`config.mk`:
```
export PLATFORM = sky130hd
export DESIGN_NAME = sorted_timer_queue
export DESIGN_NICKNAME = d
export VERILOG_FILES = /design/src/rtl/stq_pkg.sv /design/src/rtl/stq_front.sv /design/src/rtl/stq_back.sv /design/src/rtl/sorted_timer_queue.sv
export SDC_FILE = /design/constraint.sdc
export NUM_CORES = 2
export LEC_CHECK = 0
export BUFFER_PORTS_ARGS = -buffer_cell sky130_fd_sc_hd__clkbuf_2
export CAP_MARGIN = 30
export CORE_ASPECT_RATIO = 0.75
export CORE_MARGIN = 2
export CORE_UTILIZATION = 55
export DETAILED_ROUTE_END_ITERATION = 7
export GPL_TIMING_DRIVEN = 0
export PLACE_DENSITY = 0.71
export SLEW_MARGIN = 5
export SYNTH_ARGS = -nofsm -noshare
export SYNTH_HDL_FRONTEND = slang
export SYNTH_SLANG_ARGS = --single-unit
```
`constraint.sdc`:
```
create_clock -name clk -period 9.65 [get_ports clk]
set_input_delay 2.895 -clock clk [delete_from_list [all_inputs] [get_ports clk]]
set_output_delay 2.895 -clock clk [all_outputs]
set_load 0.05 [all_outputs]
```
`src/rtl/stq_pkg.sv`:
```
`timescale 1ns / 1ps
`default_nettype none
package stq_pkg;
  localparam int NumTimersDef = 32;
  localparam int MaxResults   = 32;
  localparam int FifoDepth    = 2;

  typedef enum logic [2:0] {
    KIND_ALLOC = 3'd0,
    KIND_FREE  = 3'd1,
    KIND_SETP  = 3'd2,
    KIND_ARM   = 3'd3,
    KIND_TICK  = 3'd4
  } kind_t;

  typedef enum logic [1:0] {
    RES_ALLOC  = 2'd0,
    RES_FIRED  = 2'd1,
    RES_SWITCH = 2'd2
  } res_kind_t;

  typedef enum logic [1:0] {
    ST_UNUSED = 2'd0,
    ST_ALLOC  = 2'd1,
    ST_ARMED  = 2'd2
  } slot_st_t;

  // one classified command handed from front to back
  typedef struct packed {
    logic [2:0]  kind;
    logic [5:0]  slot;   // already range checked: bit 5 set means ignore
    logic [31:0] delay;
    logic [31:0] payload;
    logic [3:0]  queue;
  } cmd_t;
endpackage
`default_nettype wire

```
`src/rtl/stq_front.sv`:
```
`timescale 1ns / 1ps
`default_nettype none
// Accepts commands, range checks the slot and pushes them into a small fifo.
module stq_front #(
  parameter int NUM_TIMERS = stq_pkg::NumTimersDef
) (
  input  wire logic          clk,
  input  wire logic          rst_n,
  input  wire logic          in_start,
  input  wire logic [2:0]    in_kind,
  input  wire logic [4:0]    in_slot,
  input  wire logic [31:0]   in_delay,
  input  wire logic [31:0]   in_payload,
  input  wire logic [3:0]    in_dest_queue,
  output logic               busy,
  output logic               q_valid,
  output stq_pkg::cmd_t      q_cmd,
  input  wire logic          q_pop
);
  import stq_pkg::*;
  localparam int DEPTH = FifoDepth;
  localparam int AW = (DEPTH > 1) ? $clog2(DEPTH) : 1;

  cmd_t            mem_r [DEPTH];
  logic [AW-1:0]   wp_r, rp_r;
  logic [AW:0]     cnt_r;
  cmd_t            c;
  logic            push;

  always_comb begin
    c.kind    = in_kind;
    c.slot    = ({1'b0, in_slot} < 6'(NUM_TIMERS)) ? {1'b0, in_slot} : 6'h20;
    c.delay   = in_delay;
    c.payload = in_payload;
    c.queue   = in_dest_queue;
  end

  assign busy    = (cnt_r == (AW+1)'(DEPTH));
  assign push    = in_start && !busy;
  assign q_valid = (cnt_r != '0);
  assign q_cmd   = mem_r[rp_r];

  always_ff @(posedge clk) begin
    if (!rst_n) begin
      wp_r  <= '0;
      rp_r  <= '0;
      cnt_r <= '0;
    end else begin
      if (push) begin
        wp_r <= (wp_r == AW'(DEPTH-1)) ? '0 : wp_r + 1'b1;
      end
      if (q_pop) begin
        rp_r <= (rp_r == AW'(DEPTH-1)) ? '0 : rp_r + 1'b1;
      end
      cnt_r <= cnt_r + (AW+1)'(push) - (AW+1)'(q_pop);
    end
  end

  always_ff @(posedge clk) begin
    if (push) begin
      mem_r[wp_r] <= c;
    end
  end

`ifndef SYNTHESIS
  a_no_pop_empty: assert property (@(posedge clk) disable iff (!rst_n)
    q_pop |-> q_valid) else $error("pop from empty queue");
  a_cnt_range: assert property (@(posedge clk) disable iff (!rst_n)
    cnt_r <= (AW+1)'(DEPTH)) else $error("queue count overflow");
  a_busy_full: assert property (@(posedge clk) disable iff (!rst_n)
    busy |=> (cnt_r != '0)) else $error("full queue emptied at once");
`endif
endmodule
`default_nettype wire

```
`src/rtl/stq_back.sv`:
```
`timescale 1ns / 1ps
`default_nettype none
// Executes commands one at a time. The armed list is kept as an order array
// walked one entry per cycle (insert, unlink, expiry).
module stq_back #(
  parameter int NUM_TIMERS = stq_pkg::NumTimersDef
) (
  input  wire logic          clk,
  input  wire logic          rst_n,
  input  wire logic          cfg_we,
  input  wire logic [5:0]    cfg_wdata,
  input  wire logic          q_valid,
  input  stq_pkg::cmd_t      q_cmd,
  output logic               q_pop,
  output logic               out_strobe,
  output logic [1:0]         out_result_kind,
  output logic               out_granted,
  output logic [4:0]         out_result_slot,
  output logic [31:0]        out_fired_payload,
  output logic [3:0]         out_fired_queue,
  output logic               out_last
);
  import stq_pkg::*;
  localparam int SW = $clog2(NUM_TIMERS);
  localparam int CW = $clog2(NUM_TIMERS + 1);

  typedef enum logic [2:0] {
    S_IDLE, S_ALLOC, S_INS, S_SHIFT, S_EXP, S_SW, S_TS
  } state_t;

  state_t          state_r;
  cmd_t            cmd_r;
  slot_st_t        st_r [NUM_TIMERS];
  logic [31:0]     dl_r [NUM_TIMERS];
  logic [31:0]     pl_r [NUM_TIMERS];
  logic [3:0]      qu_r [NUM_TIMERS];
  logic [SW-1:0]   ord_r [NUM_TIMERS];
  logic [CW-1:0]   cnt_r;
  logic [31:0]     tick_r;
  logic [5:0]      tts_r;
  logic [CW-1:0]   i_r, j_r;
  logic [5:0]      nres_r;
  logic            ts_r;
  logic [31:0]     dnew_r;
  logic            hv_r;
  logic [SW-1:0]   hs_r;

  logic [SW-1:0]   sidx;
  logic [SW-1:0]   head;
  logic            found;
  logic [SW-1:0]   fidx;
  logic            sw_room;

  assign sidx = cmd_r.slot[SW-1:0];
  assign head = ord_r[i_r[SW-1:0]];
  assign q_pop = (state_r == S_IDLE) && q_valid;
  assign sw_room = ts_r && (nres_r < 6'(MaxResults));

  always_comb begin
    found = 1'b0;
    fidx  = '0;
    for (int k = NUM_TIMERS - 1; k >= 0; k--) begin
      if (st_r[k] == ST_UNUSED) begin
        found = 1'b1;
        fidx  = SW'(k);
      end
    end
  end

  always_ff @(posedge clk) begin
    if (!rst_n) begin
      state_r    <= S_IDLE;
      cnt_r      <= '0;
      tick_r     <= '0;
      tts_r      <= 6'd32;
      out_strobe <= 1'b0;
      hv_r       <= 1'b0;
      for (int k = 0; k < NUM_TIMERS; k++) st_r[k] <= ST_UNUSED;
    end else begin
      out_strobe <= 1'b0;
      if (cfg_we) tts_r <= cfg_wdata;
      unique case (state_r)
        S_IDLE: begin
          if (q_valid) begin
            cmd_r <= q_cmd;
            i_r   <= '0;
            j_r   <= '0;
            nres_r <= '0;
            ts_r  <= 1'b0;
            dnew_r <= q_cmd.delay + tick_r;
            priority case (q_cmd.kind)
              KIND_ALLOC: state_r <= S_ALLOC;
              KIND_FREE: begin
                if (!q_cmd.slot[5]) begin
                  if (st_r[q_cmd.slot[SW-1:0]] == ST_ARMED) state_r <= S_SHIFT;
                  else st_r[q_cmd.slot[SW-1:0]] <= ST_UNUSED;
                end
              end
              KIND_SETP: begin
                if (!q_cmd.slot[5]) begin
                  pl_r[q_cmd.slot[SW-1:0]] <= q_cmd.payload;
                  qu_r[q_cmd.slot[SW-1:0]] <= q_cmd.queue;
                end
              end
              KIND_ARM: begin
                if (!q_cmd.slot[5] && st_r[q_cmd.slot[SW-1:0]] == ST_ALLOC) begin
                  state_r <= S_INS;
                end
              end
              KIND_TICK: begin
                tick_r  <= tick_r + 32'd1;
                state_r <= S_EXP;
              end
              default: ;
            endcase
          end
        end
        S_ALLOC: begin
          out_strobe        <= 1'b1;
          out_result_kind   <= RES_ALLOC;
          out_granted       <= found;
          out_result_slot   <= found ? 5'(fidx) : 5'd0;
          out_fired_payload <= '0;
          out_fired_queue   <= '0;
          out_last          <= 1'b1;
          if (found) st_r[fidx] <= ST_ALLOC;
          state_r <= S_IDLE;
        end
        S_INS: begin
          // find position: first entry whose deadline >= new one
          if (i_r < cnt_r && dnew_r > dl_r[head]) begin
            i_r <= i_r + 1'b1;
          end else begin
            j_r     <= cnt_r;
            state_r <= S_SHIFT;
          end
        end
        S_SHIFT: begin
          if (cmd_r.kind == KIND_ARM) begin
            // shift tail up one entry per cycle, then drop the slot in
            if (j_r > i_r) begin
              ord_r[j_r[SW-1:0]] <= ord_r[SW'(j_r - 1'b1)];
              j_r <= j_r - 1'b1;
            end else begin
              ord_r[i_r[SW-1:0]] <= sidx;
              dl_r[sidx] <= dnew_r;
              st_r[sidx] <= ST_ARMED;
              cnt_r <= cnt_r + 1'b1;
              state_r <= S_IDLE;
            end
          end else begin
            // unlink: compact entries that differ from the freed slot
            if (i_r < cnt_r) begin
              if (head != sidx) begin
                ord_r[j_r[SW-1:0]] <= head;
                j_r <= j_r + 1'b1;
              end
              i_r <= i_r + 1'b1;
            end else begin
              cnt_r <= j_r;
              st_r[sidx] <= ST_UNUSED;
              state_r <= S_IDLE;
            end
          end
        end
        S_EXP: begin
          // i_r: read index, equal to the entries fired so far while firing; j_r: compaction destination index.
          // Each fire is held back until the next one or S_SW, so the final one can carry last.
          if (j_r == '0 && i_r < cnt_r && nres_r < 6'(MaxResults)
              && dl_r[head] <= tick_r) begin
            st_r[head] <= ST_ALLOC;
            if ({1'b0, head} == 6'(tts_r) && tts_r < 6'(NUM_TIMERS)) begin
              ts_r <= 1'b1;
            end else begin
              if (hv_r) begin
                out_strobe        <= 1'b1;
                out_result_kind   <= RES_FIRED;
                out_granted       <= 1'b0;
                out_result_slot   <= 5'(hs_r);
                out_fired_payload <= pl_r[hs_r];
                out_fired_queue   <= qu_r[hs_r];
                out_last          <= 1'b0;
              end
              hv_r   <= 1'b1;
              hs_r   <= head;
              nres_r <= nres_r + 1'b1;
            end
            i_r <= i_r + 1'b1;
          end else if (i_r < cnt_r && i_r != '0) begin
            // move remaining entries down by the fired count
            ord_r[j_r[SW-1:0]] <= head;
            j_r <= j_r + 1'b1;
            i_r <= i_r + 1'b1;
          end else begin
            if (i_r != '0) cnt_r <= cnt_r - (i_r - j_r);
            state_r <= S_SW;
          end
        end
        S_SW: begin
          // held fire goes out; it is last unless a switch follows
          if (hv_r) begin
            out_strobe        <= 1'b1;
            out_result_kind   <= RES_FIRED;
            out_granted       <= 1'b0;
            out_result_slot   <= 5'(hs_r);
            out_fired_payload <= pl_r[hs_r];
            out_fired_queue   <= qu_r[hs_r];
            out_last          <= !sw_room;
            hv_r              <= 1'b0;
            state_r           <= sw_room ? S_TS : S_IDLE;
          end else begin
            if (sw_room) begin
              out_strobe        <= 1'b1;
              out_result_kind   <= RES_SWITCH;
              out_granted       <= 1'b0;
              out_result_slot   <= tts_r[4:0];
              out_fired_payload <= '0;
              out_fired_queue   <= '0;
              out_last          <= 1'b1;
            end
            state_r <= S_IDLE;
          end
        end
        S_TS: begin
          out_strobe        <= 1'b1;
          out_result_kind   <= RES_SWITCH;
          out_granted       <= 1'b0;
          out_result_slot   <= tts_r[4:0];
          out_fired_payload <= '0;
          out_fired_queue   <= '0;
          out_last          <= 1'b1;
          state_r           <= S_IDLE;
        end
        default: state_r <= S_IDLE;
      endcase
    end
  end

`ifndef SYNTHESIS
  a_cnt_max: assert property (@(posedge clk) disable iff (!rst_n)
    cnt_r <= CW'(NUM_TIMERS)) else $error("armed list overflow");
  a_pop_idle: assert property (@(posedge clk) disable iff (!rst_n)
    q_pop |-> state_r == S_IDLE) else $error("pop while working");
  a_alloc_last: assert property (@(posedge clk) disable iff (!rst_n)
    out_strobe && out_result_kind == RES_ALLOC |-> out_last)
    else $error("allocate reply not last");
`endif
endmodule
`default_nettype wire

```
`src/rtl/sorted_timer_queue.sv`:
```
`timescale 1ns / 1ps
`default_nettype none
// channel  | ports                                   | handshake
// command  | in_kind/slot/delay/payload/dest_queue   | start && !busy
// result   | out_result_kind..out_last               | out_strobe, no stall
// config   | cfg_task_timer_slot                     | cfg_we
// Commands queue in a two-beat fifo; the back end pops one whenever it is idle
// and runs one at a time. Set payload and free of an idle slot finish in the
// pop; allocate replies from S_ALLOC; free of an armed timer walks the list in
// S_SHIFT; arm walks it in S_INS, then S_SHIFT; tick walks it in S_EXP, then
// S_SW, and S_TS when a switch follows a fire.
// A fire is held back inside the back end so the final beat carries last.
// Reset (synchronous, rst_n low) empties the list and frees every slot.
// busy rises only when the fifo is full; results cannot be held off.
module sorted_timer_queue #(
  parameter int NUM_TIMERS = stq_pkg::NumTimersDef
) (
  input  wire logic        clk,
  input  wire logic        rst_n,
  input  wire logic        start,
  output logic             busy,
  input  wire logic [2:0]  in_kind,
  input  wire logic [4:0]  in_slot,
  input  wire logic [31:0] in_delay,
  input  wire logic [31:0] in_payload,
  input  wire logic [3:0]  in_dest_queue,
  input  wire logic        cfg_we,
  input  wire logic [5:0]  cfg_task_timer_slot,
  output logic             out_strobe,
  output logic [1:0]       out_result_kind,
  output logic             out_granted,
  output logic [4:0]       out_result_slot,
  output logic [31:0]      out_fired_payload,
  output logic [3:0]       out_fired_queue,
  output logic             out_last
);
  import stq_pkg::*;
  logic q_valid, q_pop;
  cmd_t q_cmd;

  stq_front #(.NUM_TIMERS(NUM_TIMERS)) u_front (
    .clk, .rst_n, .in_start(start), .in_kind, .in_slot, .in_delay, .in_payload,
    .in_dest_queue, .busy, .q_valid, .q_cmd, .q_pop
  );

  // result beats leave straight from the back end's registers
  stq_back #(.NUM_TIMERS(NUM_TIMERS)) u_back (
    .clk, .rst_n, .cfg_we, .cfg_wdata(cfg_task_timer_slot), .q_valid, .q_cmd,
    .q_pop, .out_strobe, .out_result_kind, .out_granted, .out_result_slot,
    .out_fired_payload, .out_fired_queue, .out_last
  );

`ifndef SYNTHESIS
  a_switch_last: assert property (@(posedge clk) disable iff (!rst_n)
    out_strobe && out_result_kind == RES_SWITCH |-> out_last)
    else $error("switch request not last");
  a_busy_ok: assert property (@(posedge clk) disable iff (!rst_n)
    busy |-> q_valid) else $error("busy with empty queue");
  a_grant_kind: assert property (@(posedge clk) disable iff (!rst_n)
    out_strobe && out_granted |-> out_result_kind == RES_ALLOC)
    else $error("grant on non-allocate beat");
`endif
endmodule
`default_nettype wire

```
; ---- Yosys cells after proc, flatten, opt, wreduce, memory -nomap -nowiden
; Memories as Yosys holds them, arrays and structs flattened. A register that Yosys moved wholly into a read port is not among the register bits.
; Index checks and enable logic that the tools add are counted.
; W data, S select, Z words.
[classes]
shift = 0
magnitude_cmp = 6
reduce_logical = 74
div_mod_pow = 0
muxes = 225
n_addsub = 13
mul = 0
n_eq_ne = 40
n_bitwise = 4
[ops]
columns = op, count
row1 = $mux W5, 49
row2 = $mux W32, 5
row3 = $mux W6, 21
row4 = $mux W1, 108
row5 = $pmux W32 S3, 1
row6 = $logic_not A2 Y1, 32
row7 = $pmux W6 S4, 2
row8 = $mux W3, 12
row9 = $add A32 B1 Y32 const B, 1
row10 = $add A32 B32 Y32, 1
row11 = $gt A32 B32 Y1, 1
row12 = $le A32 B32 Y1, 1
row13 = $add A6 B1 Y6 const B, 4
row14 = $pmux W6 S2, 2
row15 = $mux W2, 10
row16 = $mux W4, 5
row17 = $pmux W5 S4, 1
row18 = $ne A3 B3 Y1 const B, 6
row19 = $reduce_and A6 Y1, 3
row20 = $ne A2 B1 Y1 const B, 8
row21 = $eq A3 B2 Y1 const B, 5
row22 = $pmux W3 S5, 1
row23 = $eq A3 B3 Y1 const B, 4
row24 = $lt A6 B6 Y1 const B, 2
row25 = 40 further kinds, 77
[word_totals]
mem_bits_rw = 2552
romBits = 0
regBits = 162
word_cells = 391
input_bits = 86
n_memories = 6
latchBits = 0
out_inout_bits = 47
[mem_list]
columns = name, words, word_bits, read_ports, rd_clocked_by_memory_dff, write_ports, line
row1 = u_back.dl_r, 32, 32, 1, 0, 1, stq_back.sv:34  ; logic [31:0] dl_r [NUM_TIMERS];
row2 = u_back.pl_r, 32, 32, 1, 1, 1, stq_back.sv:35  ; logic [31:0] pl_r [NUM_TIMERS];
row3 = u_back.ord_r, 32, 5, 2, 1, 1, stq_back.sv:37  ; logic [SW-1:0] ord_r [NUM_TIMERS];
row4 = u_front.mem_r, 2, 76, 1, 1, 1, stq_front.sv:24  ; cmd_t mem_r [DEPTH];
row5 = u_back.qu_r, 32, 4, 1, 1, 1, stq_back.sv:36  ; logic [3:0] qu_r [NUM_TIMERS];
row6 = u_back.st_r, 32, 2, 33, 0, 32, stq_back.sv:33  ; slot_st_t st_r [NUM_TIMERS];

; ---- Longest topological paths before layout
; An unclocked memory read counts as a cell.
[logic_depth]
depth_word = 42
depth_mapped = 28
ltp_nobuf = 19

; ---- Cells and area by module
; A second synthesis with hierarchy kept.
[unflattened]
cells_unflattened = 6780
area_unflattened_um2 = 112893.3
[by_module_without_submodules]
columns = module, area_per_inst_um2, cells_per_inst, seq_area_each_um2, n_inst
row1 = stq_back, 107015.1, 6516, 76523.4, 1
row2 = stq_front, 5878.1, 264, 4664.5, 1

; ---- Worst setup path after synthesis
; No wires, ideal clock.
[synth_timing]
kind = reg2reg
from = reg (tool-made name)
to = reg u_back.out_fired_payload[0] (enable)
path_stages_with_launch = 25
setup_slack_ps = 2854
path_buffers = 6
period_less_slack_ps = 6796
required_ps = 9206
setup_time_ps = 444
arrival_time_ps = 6353
cell_sequence = dfxtp_1 buf_6 buf_6 buf_4 mux4_2 a22oi_1 nand4_1 buf_2 clkbuf_1 clkbuf_1 a211oi_1 a31oi_1 a21oi_1 nand2_1 and4_1 ha_1 a211oi_1 o21bai_1 a211oi_1 o21ai_0 a2111oi_4 nor2_1 inv_1 nand2_1 a21oi_1
[synth_lines]
columns = element, line
row1 = "end signal, assigned", stq_back.sv:180  ; out_fired_payload <= pl_r[hs_r];
row2 = "end signal, assigned", stq_back.sv:206  ; out_fired_payload <= pl_r[hs_r];
row3 = "end, declared", stq_back.sv:19  ; output logic [31:0] out_fired_payload,

==> run_results.csv <==
group,metric,value,unit
critical_path,cp.arrival,9.69,ns
logic_synthesis,synthesis.nets,7008,
global_route,overflow,0,
floorplan,start_util,55.5,%
power_and_ir_drop,p_sw_share,40.4,%
power_and_ir_drop,ir_drop,223,uV
global_route,grtUsageTotal,31.5,%
floorplan,row_count,143,
timing,worst_slack,0.470,ns
power_and_ir_drop,clock_power_share,24.0,%
min_path,hold_depth,2,
logic_synthesis,netlist_area,0.113,mm2
min_path,min_to,"u_back.cnt_r[1]",
outcome,violations,"DRC",
critical_path,r2r_cells,26,
power_and_ir_drop,sequentialPowerShare,34.8,%
critical_path,worstReg2RegEnd,"u_back.ord_r[16][3]",
floorplan,fp.dieH,396,um
drt,first_pass_iters,8,
logic_synthesis,synth_ff_type,"edfxtp_1",
logic_synthesis,synth_edf_count,2661,
outcome,status,"finished with violations",
power_and_ir_drop,p_sw,16.8,mW
logic_synthesis,syn-instance-count,6793,
floorplan,dieArea,0.209,mm2
timing,rsz0062_at_grt,"no",
drt,ant_nets,0,
logic_synthesis,synth_area_leader_cell,"edfxtp_1",
logic_synthesis,yosysSeqAreaShare,72.0,%
placed_design,place_hpwl,231000,um
timing,finalSetupViolCount,0,
timing,max_slew.worst_pin.slew,1.08,ns
drt,dr_total_vias,69000,
logic_synthesis,yosysMostFrequentCell,"edfxtp_1",
drt,drt_iter0_drc,11500,
critical_path,rrSetupSlack,0.47,ns
logic_synthesis,synth_seq_cells,2725,
critical_path,crit_path_start_kind,"flip-flop",
cts,clk_latency,0.94,ns
job,max_cap_viol_count,0,
placed_design,dp_slack,0.550,ns
cts,path_clk_slew,0.06,ns
global_route,grt_max_degree,50,
logic_synthesis,ys_warn_count,0,
critical_path,critPathKind,"reg2reg",
placed_design,gp_congestion,0.996,
final_layout,syn2layout_area_growth,15.1,%
power_and_ir_drop,p_leak,41.8,nW
critical_path,critPathMaxFanout,10,
final_layout,design_area,0.130,mm2
drt,wirelength,332000,um
drt,wire_per_inst,32.2,um
timing,fmax,0.109,GHz
timing,setup_tns,0,ns
global_route,grt_pass1_wl,469000,um
global_route,grt_pass1_vias,65100,
logic_synthesis,synthTopCellsByArea,"edfxtp_1 (71%), mux4_2 (8.9%), nand2_1 (2.5%), a211oi_1 (1.9%), and2_1 (1.5%)",
power_and_ir_drop,p_total,41.6,mW
min_path,min_path_type,"reg2reg",
logic_synthesis,yosysTopAreaCellShare,70.9,%
logic_synthesis,ys_async_sr_fraction,0,%
timing,hold_viol_final,0,
logic_synthesis,yosys-top-cells-count,"edfxtp_1 (2661), nand2_1 (754), mux4_2 (448), nor2_1 (320), a211oi_1 (279)",
timing,finalCritPeriodShare,95.1,%
power_and_ir_drop,pwr_density_cell,321,mW/mm2
global_route,antenna_found_initial,32,
placed_design,placed_cell_area,0.121,mm2
timing,period_minus_slack,9.18,ns
power_and_ir_drop,p_int,24.8,mW
floorplan,die_w,527,um
final_layout,nets,7635,
cts,cts_sinks,2725,
floorplan,ioPinCount,133,
drt,via_per_inst,6.70,
critical_path,worst_setup_path_end_kind,"flip-flop",
logic_synthesis,avgSynthCellArea,16.6,um2
logic_synthesis,yosysUniqueCellTypes,102,
cts,clockBufferDepth,4,
min_path,hp-start,"u_back.cnt_r[1]",
final_layout,drive_above_1_share,18.7,%
cts,cts_tree,"done",
drt,drc,5,
cts,cts_root_buffer,"clkbuf_16",
critical_path,crit_required,10.16,ns
timing,clock_skew,0.0711,ns
cts,htreeDepth,5,
timing,maxSlewHeadroom,27.9,%
cts,numCtsBuffers,275,
power_and_ir_drop,share_comb_of_total_power,41.2,%
placed_design,io_buffers,131,
floorplan,core_area,0.203,mm2
timing,slew_violations,0,
## power by group through the flow
stage,clock network (mW),registers (mW),logic [mW]
2_1_floorplan,0,14.7,9.15
3_3_place_gp,0,15.1,15.2
3_5_place_dp,0,14.7,16.3
4_1_cts,10.1,14.5,16.5
5_1_grt,10.5,14.5,18.0
6_report,10.0,14.5,17.1
## critical path, stage by stage (launching register included)
cell and delay [ns]:
dfxtp_1 0.35, buf_4 0.25, buf_2 0.30, buf_4 0.31, mux2i_1 0.15, a22oi_1 0.16, nand3_1 0.15, nand4_1 0.16
buf_2 0.52, buf_2 0.55, buf_2 0.54, clkbuf_1 0.50, a31oi_1 0.19, a21oi_1 0.37, nand2_1 0.33, and4_1 0.32
ha_1 0.34, nand3_1 0.12, nor4_1 0.42, and2_1 0.46, and4_1 0.34, a2111o_1 0.26, nand4_1 0.22, o211ai_4 0.18
a22oi_4 0.16, buf_4 0.25, nor3_1 0.84
## worst max-delay path by stage
stage	depth (start not counted)	end
2_1_floorplan	24	u_back.out_fired_payload[0]
3_3_place_gp	23	u_back.out_fired_payload[29]
3_5_place_dp	26	u_back.st_r[27][1]
4_1_cts	26	u_back.st_r[27][1]
5_1_grt	26	u_back.st_r[27][1]
6_report	26	u_back.ord_r[16][3]
## layer usage
layer	global-route usage [%]	part of all wire [%]	wire length [um]	vias to the layer above
met2	43.5	42	139000	5058
met5	0	0.030	98	-
met1	48.1	40	133000	35000
met4	8.87	3.0	9890	18
met3	10.3	15	49900	648
li1	-	-	-	28300
## layout make-up
cell class | count | area (um2)
clock buffer | 344 | 7300
clock inverter | 119 | 857
multi-input combinational | 3578 | 30200
sequential | 2725 | 81200
inverter | 109 | 409
tap | 2682 | 3360
antenna | 19 | 47.5
fill | 13800 | 73300
buffer | 381 | 1580
timing repair buffer | 350 | 4930
## sequential cells by signal (all words and copies together), names as in the netlist, 8 cells and up, named ones only
name and cells:
u_back.cmd_r 8, u_back.dl_r 1024, u_back.dnew_r 32, u_back.ord_r 160
u_back.out_fired_payload 32, u_back.pl_r 1024, u_back.qu_r 128, u_back.st_r 64
u_back.tick_r 32, u_front.mem_r 152
## timing repair
| action | CTS | global route |
|---|---|---|
| setup endpoints to repair | 0 | 2 |
| hold buffers | 0 | 0 |
| gates resized for setup | 0 | 1 |
| setup buffers | 0 | 0 |
| hold endpoints to repair | 0 | 0 |
## layout by cell type (no fill, tap or decap), types with 123 or more instances in the layout
master     netlist  layout
a31oi_1        141     141
and2_1         271     271
a311oi_1       129     129
edfxtp_1      2661    2661
nor2_1         320     255
mux4_2         448     448
a21oi_1        204     201
nand2_1        754     754
clkbuf_2         0     135
clkbuf_16        0     282
a211oi_1       279     279
clkbuf_1       242     299
ha_1           123     123
## cell families (layout without fill, tap and decap cells)
group | after synthesis | count (layout) | share of synthesized area [%]
compound gates | 1051 | 1051 | 6.47
xor+xnor | 93 | 93 | 0.722
fa+ha+maj | 129 | 129 | 1.47
buf+inv | 490 | 1303 | 1.76
flops | 2725 | 2725 | 72.0
mux | 617 | 617 | 10.6
other cells | 0 | 19 | 0
simple gates | 1688 | 1688 | 7.01
## stage by stage
step	cells	utilization (%)	hold WS, ns
after floorplan	6793	-	0.463
after CTS	10300	63.8	0.497
after global placement	9606	57.5	0.482
after global routing	10300	63.9	0.534
after detailed placement	9808	59.8	0.488
final	10300	63.9	0.494
Power figures use the tool's default switching activity.
